File: config.mk
export PLATFORM = sky130hd
export DESIGN_NAME = mpfb_ctrl
export DESIGN_NICKNAME = d
export VERILOG_FILES = /design/src/hdl/mpfb_pkg.sv /design/src/hdl/mpfb_ctrl.sv
export SDC_FILE = /design/constraint.sdc
export NUM_CORES = 1
export LEC_CHECK = 0
export ABC_AREA = 1
export BUFFER_PORTS_ARGS = -buffer_cell sky130_fd_sc_hd__buf_2
export CORE_MARGIN = 2
export CORE_UTILIZATION = 30
export CTS_BUF_LIST = sky130_fd_sc_hd__clkbuf_8
export DETAILED_ROUTE_END_ITERATION = 10
export PLACE_DENSITY = 0.49
export RECOVER_POWER = 25
export SLEW_MARGIN = 20
export SYNTH_ARGS = -nofsm -noshare
export SYNTH_HDL_FRONTEND = slang
export SYNTH_SLANG_ARGS = --single-unit
File: constraint.sdc
create_clock -name clk -period 1.3 [get_ports clk]
set_input_delay 0.195 -clock clk [delete_from_list [all_inputs] [get_ports clk]]
set_output_delay 0.195 -clock clk [all_outputs]
set_load 0.005 [all_outputs]
File: src/hdl/mpfb_pkg.sv
// Shared constants, codes and controller/datapath interface types for the page frame store.
package mpfb_pkg;

  // Geometry of the frame store
  localparam int COLUMNS     = 128;
  localparam int PAGES       = 8;
  localparam int HEIGHT      = PAGES * 8;
  localparam int STORE_BYTES = PAGES * COLUMNS;
  localparam int ADDR_W      = $clog2(STORE_BYTES);

  // Field widths
  localparam int OP_W    = 2;
  localparam int COORD_W = 8;
  localparam int WB_W    = 5;
  localparam int HR_W    = 7;
  localparam int IDX_W   = 10;
  localparam int BYTE_W  = 8;
  localparam int PSEL_W  = 3;
  localparam int BIT_W   = 3;

  // Width used for bounds checks and address arithmetic
  localparam int CHK_W     = 14;
  localparam int DIV_CNT_W = $clog2(IDX_W);

  typedef enum logic [OP_W-1:0] {
    OP_CLEAR = 2'd0,
    OP_PIXEL = 2'd1,
    OP_BLIT  = 2'd2,
    OP_READ  = 2'd3
  } op_t;

  // Commands from the controller
  typedef struct packed {
    logic load;
    logic check;
    logic div_start;
    logic base_load;
    logic rd_en;
    logic rd_next;
    logic rmw_wr;
    logic k_inc;
    logic clr_wr;
  } cmd_t;

  // Status back to the controller
  typedef struct packed {
    op_t  op;
    logic reject;
    logic div_done;
    logic sweep_last;
    logic rmw_last;
  } stat_t;

endpackage

File: src/hdl/mpfb_ctrl.sv
// Controller state machine sequencing clear, pixel, blit and read operations.
module mpfb_ctrl (
  input  logic            clk,
  input  logic            rst,
  input  logic            start,
  input  mpfb_pkg::stat_t stat,
  output mpfb_pkg::cmd_t  cmd,
  output logic            busy,
  output logic            done
);

  typedef enum logic [7:0] {
    S_INIT  = 8'b0000_0001,
    S_IDLE  = 8'b0000_0010,
    S_CHECK = 8'b0000_0100,
    S_CLEAR = 8'b0000_1000,
    S_DIV   = 8'b0001_0000,
    S_READ  = 8'b0010_0000,
    S_RMW   = 8'b0100_0000,
    S_DONE  = 8'b1000_0000
  } state_t;

  state_t state;
  state_t state_next;

  // State register
  always_ff @(posedge clk) begin
    if (rst) begin
      state <= S_INIT;
    end else begin
      state <= state_next;
    end
  end

  // Next state and commands
  always_comb begin
    state_next = state;
    cmd        = '0;
    unique case (state)
      S_INIT: begin
        cmd.clr_wr = 1'b1;
        if (stat.sweep_last) state_next = S_IDLE;
      end
      S_IDLE: begin
        if (start) begin
          cmd.load   = 1'b1;
          state_next = S_CHECK;
        end
      end
      S_CHECK: begin
        cmd.check = 1'b1;
        priority if (stat.op == mpfb_pkg::OP_CLEAR) begin
          state_next = S_CLEAR;
        end else if (stat.reject) begin
          state_next = S_DONE;
        end else if (stat.op == mpfb_pkg::OP_BLIT) begin
          cmd.div_start = 1'b1;
          state_next    = S_DIV;
        end else begin
          cmd.base_load = 1'b1;
          state_next    = S_READ;
        end
      end
      S_CLEAR: begin
        cmd.clr_wr = 1'b1;
        if (stat.sweep_last) state_next = S_DONE;
      end
      S_DIV: begin
        if (stat.div_done) begin
          cmd.base_load = 1'b1;
          state_next    = S_READ;
        end
      end
      S_READ: begin
        cmd.rd_en  = 1'b1;
        state_next = (stat.op == mpfb_pkg::OP_READ) ? S_DONE : S_RMW;
      end
      S_RMW: begin
        cmd.rmw_wr = 1'b1;
        cmd.k_inc  = 1'b1;
        if (stat.rmw_last) begin
          state_next = S_DONE;
        end else begin
          cmd.rd_en   = 1'b1;
          cmd.rd_next = 1'b1;
        end
      end
      S_DONE: begin
        state_next = S_IDLE;
      end
      default: begin
        state_next = S_IDLE;
      end
    endcase
  end

  assign busy = (state != S_IDLE);
  assign done = (state == S_DONE);

endmodule

==> summary.txt, run 1 <==
Detailed routing
  – Via count: 738
  – WL/cell: 9.82 um
  – DRC: 0
  – 1st-iter DRT viols: 6
  – Final WL: 1600 um
  – Remaining antenna violation count: 0
  – DRT Pass-1 Iters: 4
  – Vias per inst: 4.53

STA
  – Max-slew violations: 0
  – Setup violators final: 12
  – Clock Skews: 0.000591 ns
  – Slew HR: 84.8%
  – Worst Slack Setup Final: -0.169 ns
  – Setup TNS: -0.992 ns
  – Period utilization: 113%
  – Slew @ Worst Pin: 0.227 ns
  – RSZ-0062 raised after global routing: true
  – Achievable Freq: 0.681 GHz
  – Final hold vios: 0
  – Min Tclk post-route: 1.47 ns

Synth
  – Cell taking the most area after synthesis: dfxtp_1
  – Cells after Synth: 100
  – Register bit count reported by yosys: 8
  – Yosys Warn Count: 0
  – Yosys top cell area share: 23.7%
  – Register area share after synthesis: 23.7%
  – Synth cell types: 24
  – Top post-synthesis cells by area: dfxtp_1 (24%), inv_1 (10%), nand2_1 (9.4%)
  – Avg Inst Size Synth: 6.77 um^2
  – Synthesized cell area: 677 um^2
  – Syn_nets: 109

GRT
  – GRT Residual Overflow: 0
  – Initial antenna violation count: 0
  – Largest net degree at the start of global routing: 7
  – First-pass GRT wire length: 2710 um
  – Met2 GRT Util: 23.5%
  – GR peak layer: met2
  – GRT met3 Usage: 2.30%
  – Met1 Use GR: 16.1%
  – Vias in the first global route: 678
  – Tot GR Track Use: 13.9%

Outcome
  – Violated checks: setup timing
  – Status: finished, violations left

Floorplan
  – Die width: 51.5 um
  – Die area: 2650 um^2
  – Die Ht: 51.5 um
  – Area of the core: 2170 um^2
  – Ports: 20
  – Placement Rows: 17
  – Initial Util: 31.2%

Placement
  – RePlAce Congestion: 0.842
  – Minimum setup slack after placement: -0.0821 ns
  – Input/output buffers: 19
  – Post-DP HPWL: 1260 um

Min path
  – Hold depth: 2
  – Worst hold path class: in2reg

Setup path
  – WS Path Type: reg2out
  – CP Max Fanout: 3
  – WP data arrival: 1.27 ns
  – Worst reg2reg setup slack: -0.04 ns
  – CP required: 1.11 ns
  – R2R cell count: 9
  – Worst setup EP type: output pin
  – CP startpoint kind: flop

Clock tree
  – Clk buf depth: 2
  – Reg clk slew, reported paths: 0.04 ns
  – CTS tree: yes
  – CTS buffer count: 3
  – H-tree depth: 1
  – Clock sink count: 8
  – Clk Tree Root Cell: clkbuf_8
  – Clk_lat worst skew: 0.23 ns

Layout
  – Synth-to-layout area growth: 56.9%
  – Share of cells above drive strength 1: 60.0%
  – Largest regs: state: 8 flops
  – # diodes: 0
  – Number of flip-flops in the largest register: 8
  – Fillers: 229
  – Final layout net count: 146
  – Top reg by flops: state

Power
  – Sequential power share: 30.7%
  – Leak pwr: 0.514 nW
  – Switching power: 0.295 mW
  – Internal power: 0.617 mW
  – Switching fraction of total power: 32.3%
  – Clock Power Share: 31.7%
  – Pwr Density: 858 nW/um^2
  – Largest vdd supply drop: 650 uV
  – Combinational group share of total power: 37.5%

Job
  – # Max-Cap Violations: 0
-- metal layers --
| metal | routed length, um | share of wire (%) |
|---|---|---|
| met5 | 0 | 0 |
| met4 | 42 | 2.6 |
| met3 | 94 | 5.9 |
| met2 | 800 | 50 |
| met1 | 663 | 41 |
-- Yosys cell counts --
| master | number |
|---|---|
| a21oi_1 | 3 |
| a21oi_2 | 1 |
| buf_4 | 2 |
| clkinv_2 | 1 |
| dfxtp_1 | 8 |
| inv_1 | 18 |
| inv_2 | 3 |
| nand2_1 | 17 |
| nand2_2 | 1 |
| nand2_4 | 2 |
| nand3_1 | 6 |
| nand3_2 | 3 |
| nand3_4 | 1 |
| nand4_1 | 2 |
| nand4_4 | 1 |
| nor2_1 | 15 |
| nor2_2 | 6 |
| nor2_4 | 1 |
| nor3_1 | 1 |
| nor3_2 | 3 |
| nor4_1 | 1 |
| nor4_4 | 1 |
| o211ai_2 | 1 |
| o21ai_0 | 2 |
-- power by group through the flow --
stage	clock network (mW)	registers (mW)	logic [mW]
2_1_floorplan	0	0.276	0.160
3_3_place_gp	0	0.276	0.241
3_5_place_dp	0	0.276	0.241
4_1_cts	0.296	0.282	0.320
5_1_grt	0.307	0.282	0.374
6_report	0.290	0.280	0.342
-- cells by family after synthesis --
group | after synthesis | share of synthesized area [%]
compound gates | 7 | 6.84
buf+inv | 24 | 14.6
flops | 8 | 23.7
simple gates | 61 | 54.9
-- final timing paths --
kind                           endpoint             startpoint
hold / removal    state[7]$_SDFFE_PP0P_                    rst
setup reg to reg  state[4]$_SDFFE_PP0P_  state[6]$_SDFFE_PP0P_
setup / recovery                 cmd[5]  state[2]$_SDFFE_PP0P_
hold reg to reg   state[4]$_SDFFE_PP0P_  state[4]$_SDFFE_PP0P_
-- stage by stage --
step / hold WS (ns) / power, mW / area (um^2) / util (%) / cells
2_1_floorplan: 0.262 / 0.436 / 677 / - / 100
3_3_place_gp: 0.441 / 0.517 / 837 / 38.6 / 151
3_5_place_dp: 0.441 / 0.518 / 837 / 38.6 / 151
4_1_cts: 0.193 / 0.898 / 1020 / 46.9 / 160
5_1_grt: 0.201 / 0.963 / 1060 / 49.0 / 163
6_report: 0.195 / 0.912 / 1060 / 49.0 / 163
-- layout by cell type (no fill, tap or decap) --
cell type,n
nor2_4,8
a21oi_1,3
buf_4,13
inv_2,4
inv_4,1
nand3_1,6
nand2_4,2
nor4_1,1
nand2_2,6
nand4_4,1
clkinv_4,1
clkbuf_8,3
nor2_1,12
buf_6,2
a21oi_2,1
nor3_2,2
buf_2,19
nor3_4,2
inv_1,16
nand3_2,1
dfxtp_2,6
o21ai_0,1
nand2_1,12
nor4_4,1
dfxtp_4,2
nand4_1,2
nor2_2,2
o211ai_2,1
nand3_4,3
o21ai_1,1
-- repair_timing --
item / in CTS / in global routing
pin swaps: 12 / 4
resized for setup: 28 / 9
endpoints found under the setup margin: 12 / 17
buffers inserted: 6 / 3
hold buffers: 0 / 0
-- cell type report --
class,count,area [um^2],area share [%]
clock buffer,3,41.3,3.89
inverter,22,90.1,8.48
multi-input combinational,68,505,47.6
sequential,8,175,16.5
tap,28,35.0,3.30
timing repair buffer,34,215,20.3
-- critical path, cell delays in order (launching register included) --
cell     delay (ns)
dfxtp_4        0.35
inv_2          0.08
nand2_1        0.10
nor2_1         0.14
nand3_2        0.11
nand4_4        0.10
nor2_1         0.04
buf_2          0.12
Power figures use the tool's default switching activity.
==> run 2: changes to the inputs <==
--- a/config.mk
+++ b/config.mk
@@ -15,2 +15,4 @@
 export RECOVER_POWER = 25
+export REMOVE_ABC_BUFFERS = 1
+export SKIP_CTS_REPAIR_TIMING = 1
 export SLEW_MARGIN = 20
==> constraint.sdc (replaced) <==
create_clock -name clk -period 1.3 [get_ports clk]
set_input_delay 0.13 -clock clk [delete_from_list [all_inputs] [get_ports clk]]
set_output_delay 0.13 -clock clk [all_outputs]
set_load 0.005 [all_outputs]
==> run 2 against run 1 <==
The flow still finishes with violations (setup timing). Sequential power is essentially flat. Clock power rose by 1%. Non-clock buffer count is 5 lower. Die area is the same. Flip-flop and latch count is the same. Highest routed layer unchanged. Combinational power shrank 11%. Utilization fell by 2.0 points. First-iteration DRC count unchanged. Count of clock-buffer cells in the layout unchanged. Worst hold slack lost 0.065 ns. Register-to-register slack got worse by 0.02 ns. Critical path depth is 1 lower.
==> summary.txt, run 2 (synthesized netlist as in run 1, its figures left out) <==
Outcome
  – Status: finished, violations left (unchanged)
  – Violated checks: setup timing (unchanged)

Job
  – # Max-Cap Violations: 0 (unchanged)

Placement
  – RePlAce Congestion: 0.764 (was 0.842)
  – Dpl cell area: 792 um^2 (was 837 um^2)
  – Input/output buffers: 19 (unchanged)
  – Minimum setup slack after placement: -0.0132 ns (was -0.0821 ns)
  – Placed cell count: 145 (was 151)
  – Post-DP HPWL: 1230 um (was 1260 um)

Detailed routing
  – 1st-iter DRT viols: 6 (unchanged)
  – WL/cell: 10.9 um (was 9.82 um)
  – DRT Pass-1 Iters: 4 (unchanged)
  – Vias per inst: 4.56 (was 4.53)
  – Via count: 720 (was 738)
  – DRC: 0 (unchanged)
  – Remaining antenna violation count: 0 (unchanged)
  – Final WL: 1730 um (was 1600 um)

Power
  – Largest vdd supply drop: 581 uV (was 650 uV)
  – Internal power: 0.586 mW (was 0.617 mW)
  – Clock Power Share: 33.4% (was 31.7%)
  – Sequential power share: 32.1% (was 30.7%)
  – Total power: 0.879 mW (was 0.912 mW)
  – Switching power: 0.293 mW (was 0.295 mW)
  – Switching fraction of total power: 33.3% (was 32.3%)
  – Pwr Density: 862 nW/um^2 (was 858 nW/um^2)
  – Leak pwr: 0.490 nW (was 0.514 nW)
  – Combinational group share of total power: 34.5% (was 37.5%)

Clock tree
  – Reg clk slew, reported paths: 0.04 ns (about the same)
  – Clk_lat worst skew: 0.23 ns (about the same)
  – H-tree depth: 1 (unchanged)
  – Clock sink count: 8 (unchanged)
  – Clk buf depth: 2 (unchanged)
  – CTS buffer count: 3 (unchanged)
  – Clk Tree Root Cell: clkbuf_8 (unchanged)
  – CTS tree: yes (unchanged)

Layout
  – Number of flip-flops in the largest register: 8 (unchanged)
  – Final instance area: 1020 um^2 (was 1060 um^2)
  – Top reg by flops: state (unchanged)
  – Most frequent cells in the layout: buf_2 (19), inv_1 (14), nor2_1 (13), nand2_1 (12), buf_4 (9) (was buf_2 (19), inv_1 (16), buf_4 (13), nand2_1 (12), nor2_1 (12))
  – Share of cells above drive strength 1: 60.8% (was 60.0%)
  – Final layout net count: 141 (was 146)
  – Layout Cells excl Fill: 158 (was 163)
  – Synth-to-layout area growth: 50.6% (was 56.9%)
  – Fillers: 236 (was 229)
  – # diodes: 0 (unchanged)
  – Largest regs: state: 8 flops (unchanged)
  – Commonest non-fill, non-tap cell in the layout: buf_2 (unchanged)

GRT
  – GRT Residual Overflow: 0 (unchanged)
  – First-pass GRT wire length: 2340 um (was 2710 um)
  – Largest net degree at the start of global routing: 7 (unchanged)
  – Vias in the first global route: 579 (was 678)
  – Tot GR Track Use: 12.2% (was 13.9%)
  – Initial antenna violation count: 0 (unchanged)

STA
  – Clock Skews: 0.000163 ns (was 0.000591 ns)
  – Final hold vios: 0 (unchanged)
  – RSZ-0062 raised after global routing: true (unchanged)
  – Max-slew violations: 0 (unchanged)
  – Worst Slack Setup Final: -0.132 ns (was -0.169 ns)
  – Min Tclk post-route: 1.43 ns (was 1.47 ns)
  – Setup violators final: 13 (was 12)
  – Slew @ Worst Pin: 0.262 ns (was 0.227 ns)
  – Slew HR: 82.4% (was 84.8%)
  – Achievable Freq: 0.698 GHz (was 0.681 GHz)
  – Period utilization: 110% (was 113%)

Setup path
  – CP startpoint kind: flop (unchanged)
  – WP data arrival: 1.30 ns (was 1.27 ns)
  – WS Path Type: reg2out (unchanged)
  – Max incr delay on CP: 0.35 ns (about the same)
  – Cells along the critical path: nor2_4 > nand2_4 > nor3_4 > a21oi_2 > nor2_1 > buf_2 (was inv_2 > nand2_1 > nor2_1 > nand3_2 > nand4_4 > nor2_1 > buf_2)
  – Crit-path slowest cell: dfxtp_4 (unchanged)
  – CP required: 1.17 ns (was 1.11 ns)
  – Worst setup EP type: output pin (unchanged)
  – R2R cell count: 10 (was 9)
  – CP Max Fanout: 5 (was 3)

Min path
  – Hold depth: 2 (unchanged)
  – Worst hold path class: in2reg (unchanged)

Floorplan
  – Initial Util: 31.2% (unchanged)
  – Die Ht: 51.5 um (unchanged)
  – Area of the core: 2170 um^2 (unchanged)
  – Ports: 20 (unchanged)
  – Placement Rows: 17 (unchanged)
  – Die width: 51.5 um (unchanged)
  – Die area: 2650 um^2 (unchanged)
run 2: power groups by stage:
stage | clock network (mW) | registers, mW | logic (mW)
finish | 0.294 | 0.282 | 0.303
global route | 0.315 | 0.283 | 0.331
floorplan | 0 | 0.276 | 0.160
CTS | 0.293 | 0.274 | 0.216
detailed placement | 0 | 0.278 | 0.216
global placement | 0 | 0.277 | 0.216
run 2: worst max-delay path: cells and delay by family, from the launching register on:
family                 cells  cell delay [ns]
and+or+nand+nor            4             0.55
DFF                        1             0.35
buffers and inverters      1             0.11
AOI/OAI and AO/OA          1             0.06
run 2: path summary, 6_finish.rpt:
kind                          from               endpoint  slack (ns)
min                            rst  state[7]$_SDFFE_PP0P_        0.13
max reg2reg  state[6]$_SDFFE_PP0P_  state[7]$_SDFFE_PP0P_       -0.06
min reg2reg  state[4]$_SDFFE_PP0P_  state[4]$_SDFFE_PP0P_        0.59
max          state[1]$_SDFFE_PP0P_                 cmd[5]       -0.13
run 2: final cells by class:
class / instances / area [um^2] / area share (%)
Tap cell: 28 / 35.0 / 3.44
Clock buffer: 3 / 41.3 / 4.05
Timing Repair Buffer: 29 / 174 / 17.1
Multi-Input combinational cell: 68 / 502 / 49.2
Inverter: 22 / 90.1 / 8.83
Sequential cell: 8 / 178 / 17.4
run 2: metal layers:
layer,track usage (%),vias up,wire length [um]
met5,0,-,0
met4,10.5,0,55
met3,1.72,5,78
met2,18.6,19,880
met1,15.1,320,716
li1,-,376,-
run 2: through the flow:
| stage | setup TNS [ns] | hold WS, ns | util (%) |
|---|---|---|---|
| after floorplan | 0 | 0.197 | - |
| after global placement | 0 | 0.371 | 36.5 |
| after detailed placement | -0.0132 | 0.372 | 36.5 |
| after CTS | -0.898 | 0.134 | 38.4 |
| after global routing | -2.05 | 0.137 | 47.0 |
| final | -0.948 | 0.130 | 47.0 |
==> run 3: changes to the inputs <==
- ABC_AREA: 1 -> not set
- PLACE_DENSITY: 0.49 -> 0.51
==> run 3 against run 2 <==
The flow still finishes with violations (setup timing). Total power is 11% lower. Area after synthesis is 16% lower. Synthesized cell count is 33% lower. Register-to-register slack worse by 0.47 ns. Fmax is 27% lower. Die area is 15% lower. Critical endpoint unchanged. Largest power group is now clock.
==> summary.txt, run 3 <==
Outcome
  – Status: finished, violations left (unchanged)
  – Violated checks: setup timing (unchanged)

GRT
  – Initial antenna violation count: 0 (unchanged)
  – GR peak layer: met2 (unchanged)
  – Met2 GRT Util: 23.8% (was 18.6%)
  – GRT Residual Overflow: 0 (unchanged)
  – Tot GR Track Use: 15.1% (was 12.2%)
  – Vias in the first global route: 523 (was 579)
  – First-pass GRT wire length: 2290 um (was 2340 um)
  – Largest net degree at the start of global routing: 9 (was 7)
  – GRT met3 Usage: 2.26% (was 1.72%)
  – Met1 Use GR: 19.0% (was 15.1%)

Synth
  – Cell taking the most area after synthesis: dfxtp_1 (unchanged)
  – Register bit count reported by yosys: 8 (unchanged)
  – Register area share after synthesis: 28.3% (was 23.7%)
  – Avg Inst Size Synth: 8.44 um^2 (was 6.77 um^2)
  – Ys flop type: dfxtp_1 (unchanged)
  – Synth top cells by count: dfxtp_1 (8), nor2_1 (5), nand3_1 (4), nor4b_1 (4) (was inv_1 (18), nand2_1 (17), nor2_1 (15), dfxtp_1 (8))
  – Yosys Warn Count: 0 (unchanged)
  – Cells after Synth: 67 (was 100)
  – Ys async rst share: 0% (unchanged)
  – Number of synthesized flops with an enable pin: 0 (unchanged)
  – Yosys top cell area share: 28.3% (was 23.7%)
  – Top post-synthesis cells by area: dfxtp_1 (28%), nor4b_1 (6.2%), o32ai_4 (4.9%) (was dfxtp_1 (24%), inv_1 (10%), nand2_1 (9.4%))
  – Count leader, synth: dfxtp_1 (was inv_1)
  – Synthesized cell area: 566 um^2 (was 677 um^2)
  – Synth cell types: 33 (was 24)

Layout
  – Synth-to-layout area growth: 73.5% (was 50.6%)
  – Top reg by flops: state (unchanged)
  – Number of flip-flops in the largest register: 8 (unchanged)
  – Layout Cells excl Fill: 131 (was 158)
  – Share of cells above drive strength 1: 64.2% (was 60.8%)
  – Final Core Density: 56.2% (was 47.0%)
  – Fillers: 166 (was 236)
  – # diodes: 0 (unchanged)
  – Final layout net count: 117 (was 141)
  – Most frequent cells in the layout: buf_2 (19), buf_4 (19), dfxtp_1 (4), dfxtp_2 (4) (was buf_2 (19), inv_1 (14), nor2_1 (13), nand2_1 (12), buf_4 (9))
  – Largest regs: state: 8 flops (unchanged)

Min path
  – Hold Crit Endpoint: state[3]$_SDFFE_PP0P_ (was state[7]$_SDFFE_PP0P_)
  – Hold depth: 2 (unchanged)
  – Min-delay src: rst (unchanged)
  – Worst hold path class: in2reg (unchanged)

Detailed routing
  – Remaining antenna violation count: 0 (unchanged)
  – 1st-iter DRT viols: 10 (was 6)
  – DRC: 0 (unchanged)
  – Final WL: 1680 um (was 1730 um)
  – Vias per inst: 5.06 (was 4.56)
  – DRT Pass-1 Iters: 4 (unchanged)
  – Via count: 663 (was 720)
  – WL/cell: 12.8 um (was 10.9 um)

Setup path
  – Worst reg2reg setup slack: -0.53 ns (was -0.06 ns)
  – Cells along the critical path: or4_4 > or3_4 > o32ai_4 > buf_2 (was nor2_4 > nand2_4 > nor3_4 > a21oi_2 > nor2_1 > buf_2)
  – Crit-path slowest cell: or4_4 (was dfxtp_4)
  – Worst reg2reg startpoint: state[2]$_SDFFE_PP0P_ (was state[6]$_SDFFE_PP0P_)
  – Max incr delay on CP: 0.53 ns (was 0.35 ns)
  – WS Path Type: reg2out (unchanged)
  – R2R cell count: 7 (was 10)
  – Worst setup EP type: output pin (unchanged)
  – CP required: 1.17 ns (about the same)
  – CP startpoint kind: flop (unchanged)
  – Reg-to-reg critical path endpoint: state[1]$_SDFFE_PP0P_ (was state[7]$_SDFFE_PP0P_)
  – WP data arrival: 1.83 ns (was 1.30 ns)
  – CP Max Fanout: 3 (was 5)

Floorplan
  – Die Ht: 47.4 um (was 51.5 um)
  – Die width: 47.4 um (was 51.5 um)
  – Initial Util: 32.4% (was 31.2%)
  – Area of the core: 1750 um^2 (was 2170 um^2)
  – Ports: 20 (unchanged)
  – Die area: 2250 um^2 (was 2650 um^2)
  – Placement Rows: 15 (was 17)

STA
  – Setup TNS: -6.47 ns (was -0.948 ns)
  – Min Tclk post-route: 1.96 ns (was 1.43 ns)
  – Period utilization: 151% (was 110%)
  – Setup violators final: 17 (was 13)
  – Final hold slack: 0.122 ns (was 0.130 ns)
  – Final hold vios: 0 (unchanged)
  – RSZ-0062 raised after global routing: true (unchanged)
  – Max-slew violations: 0 (unchanged)
  – Achievable Freq: 0.511 GHz (was 0.698 GHz)
  – Clock Skews: 0.00160 ns (was 0.000163 ns)
  – Worst Slack Setup Final: -0.657 ns (was -0.132 ns)
  – Slew @ Worst Pin: 0.487 ns (was 0.262 ns)
  – Slew HR: 67.1% (was 82.4%)

Clock tree
  – Clk buf depth: 2 (unchanged)
  – Clock sink count: 8 (unchanged)
  – H-tree depth: 1 (unchanged)
  – CTS tree: yes (unchanged)
  – CTS buffer count: 3 (unchanged)
  – Clk_lat worst skew: 0.23 ns (about the same)
  – Clk Tree Root Cell: clkbuf_8 (unchanged)
  – Reg clk slew, reported paths: 0.04 ns (about the same)

Placement
  – Input/output buffers: 19 (unchanged)
  – RePlAce Congestion: 0.740 (was 0.764)
  – Placed cell count: 123 (was 145)
  – Post-DP HPWL: 1190 um (was 1230 um)

Job
  – # Max-Cap Violations: 0 (unchanged)

Power
  – Leak pwr: 0.443 nW (was 0.490 nW)
  – Pwr Density: 794 nW/um^2 (was 862 nW/um^2)
  – Largest vdd supply drop: 553 uV (was 581 uV)
  – Total power: 0.779 mW (was 0.879 mW)
==> run 3: metal layers <==
layer  vias to the layer above  share of wire (%)
met5                         -                  0
met4                         0                3.3
met3                         7                5.0
met2                        24                 48
met1                       303                 44
li1                        329                  -
==> run 3: worst max path at each step <==
stage,start,endpoint,slack (ns),cells past startpoint
finish,state[6]$_SDFFE_PP0P_,cmd[5],-0.66,4
global route,state[6]$_SDFFE_PP0P_,cmd[5],-0.70,4
CTS,state[2]$_SDFFE_PP0P_,cmd[5],-0.70,4
detailed placement,state[2]$_SDFFE_PP0P_,cmd[5],-0.44,4
global placement,state[2]$_SDFFE_PP0P_,cmd[5],-0.42,4
floorplan,state[2]$_SDFFE_PP0P_,state[4]$_SDFFE_PP0P_,-0.39,4
==> run 3: logic make-up after synthesis <==
kind of cell | synth area share, %
AND/OR/NAND/NOR | 41.4
AO/OA/AOI/OAI | 18.4
flip-flops | 28.3
buffers and inverters | 7.30
XOR/XNOR | 4.65
==> run 3: critical path: cells and delay by family, from the launching register on <==
kind | cells | cell delay (ns)
buffers and inverters | 1 | 0.15
AOI/OAI and AO/OA | 1 | 0.21
DFF | 1 | 0.30
and+or+nand+nor | 2 | 0.94
==> run 3: cell type report <==
| cell class | count | area [um^2] | area share (%) |
|---|---|---|---|
| flip-flops and latches | 8 | 165 | 16.8 |
| well taps | 25 | 31.3 | 3.19 |
| multi-input cells | 51 | 460 | 46.9 |
| inverters | 3 | 11.3 | 1.15 |
| repair buffers | 41 | 272 | 27.7 |
| clock buffers | 3 | 41.3 | 4.21 |
==> run 3: power breakdown <==
group / total, mW / internal (mW) / leakage [nW] / switching [mW]
Combinational: 0.209 / 0.115 / 0.354 / 0.0946
Clock: 0.298 / 0.201 / 0.0216 / 0.0977
Sequential: 0.271 / 0.257 / 0.0672 / 0.0141
==> run 3: stage by stage <==
| step | cell area (um^2) | setup WS (ns) |
|---|---|---|
| after floorplan | 536 | -0.388 |
| after global placement | 790 | -0.421 |
| after detailed placement | 790 | -0.445 |
| after CTS | 831 | -0.697 |
| after global routing | 981 | -0.703 |
| final | 981 | -0.657 |
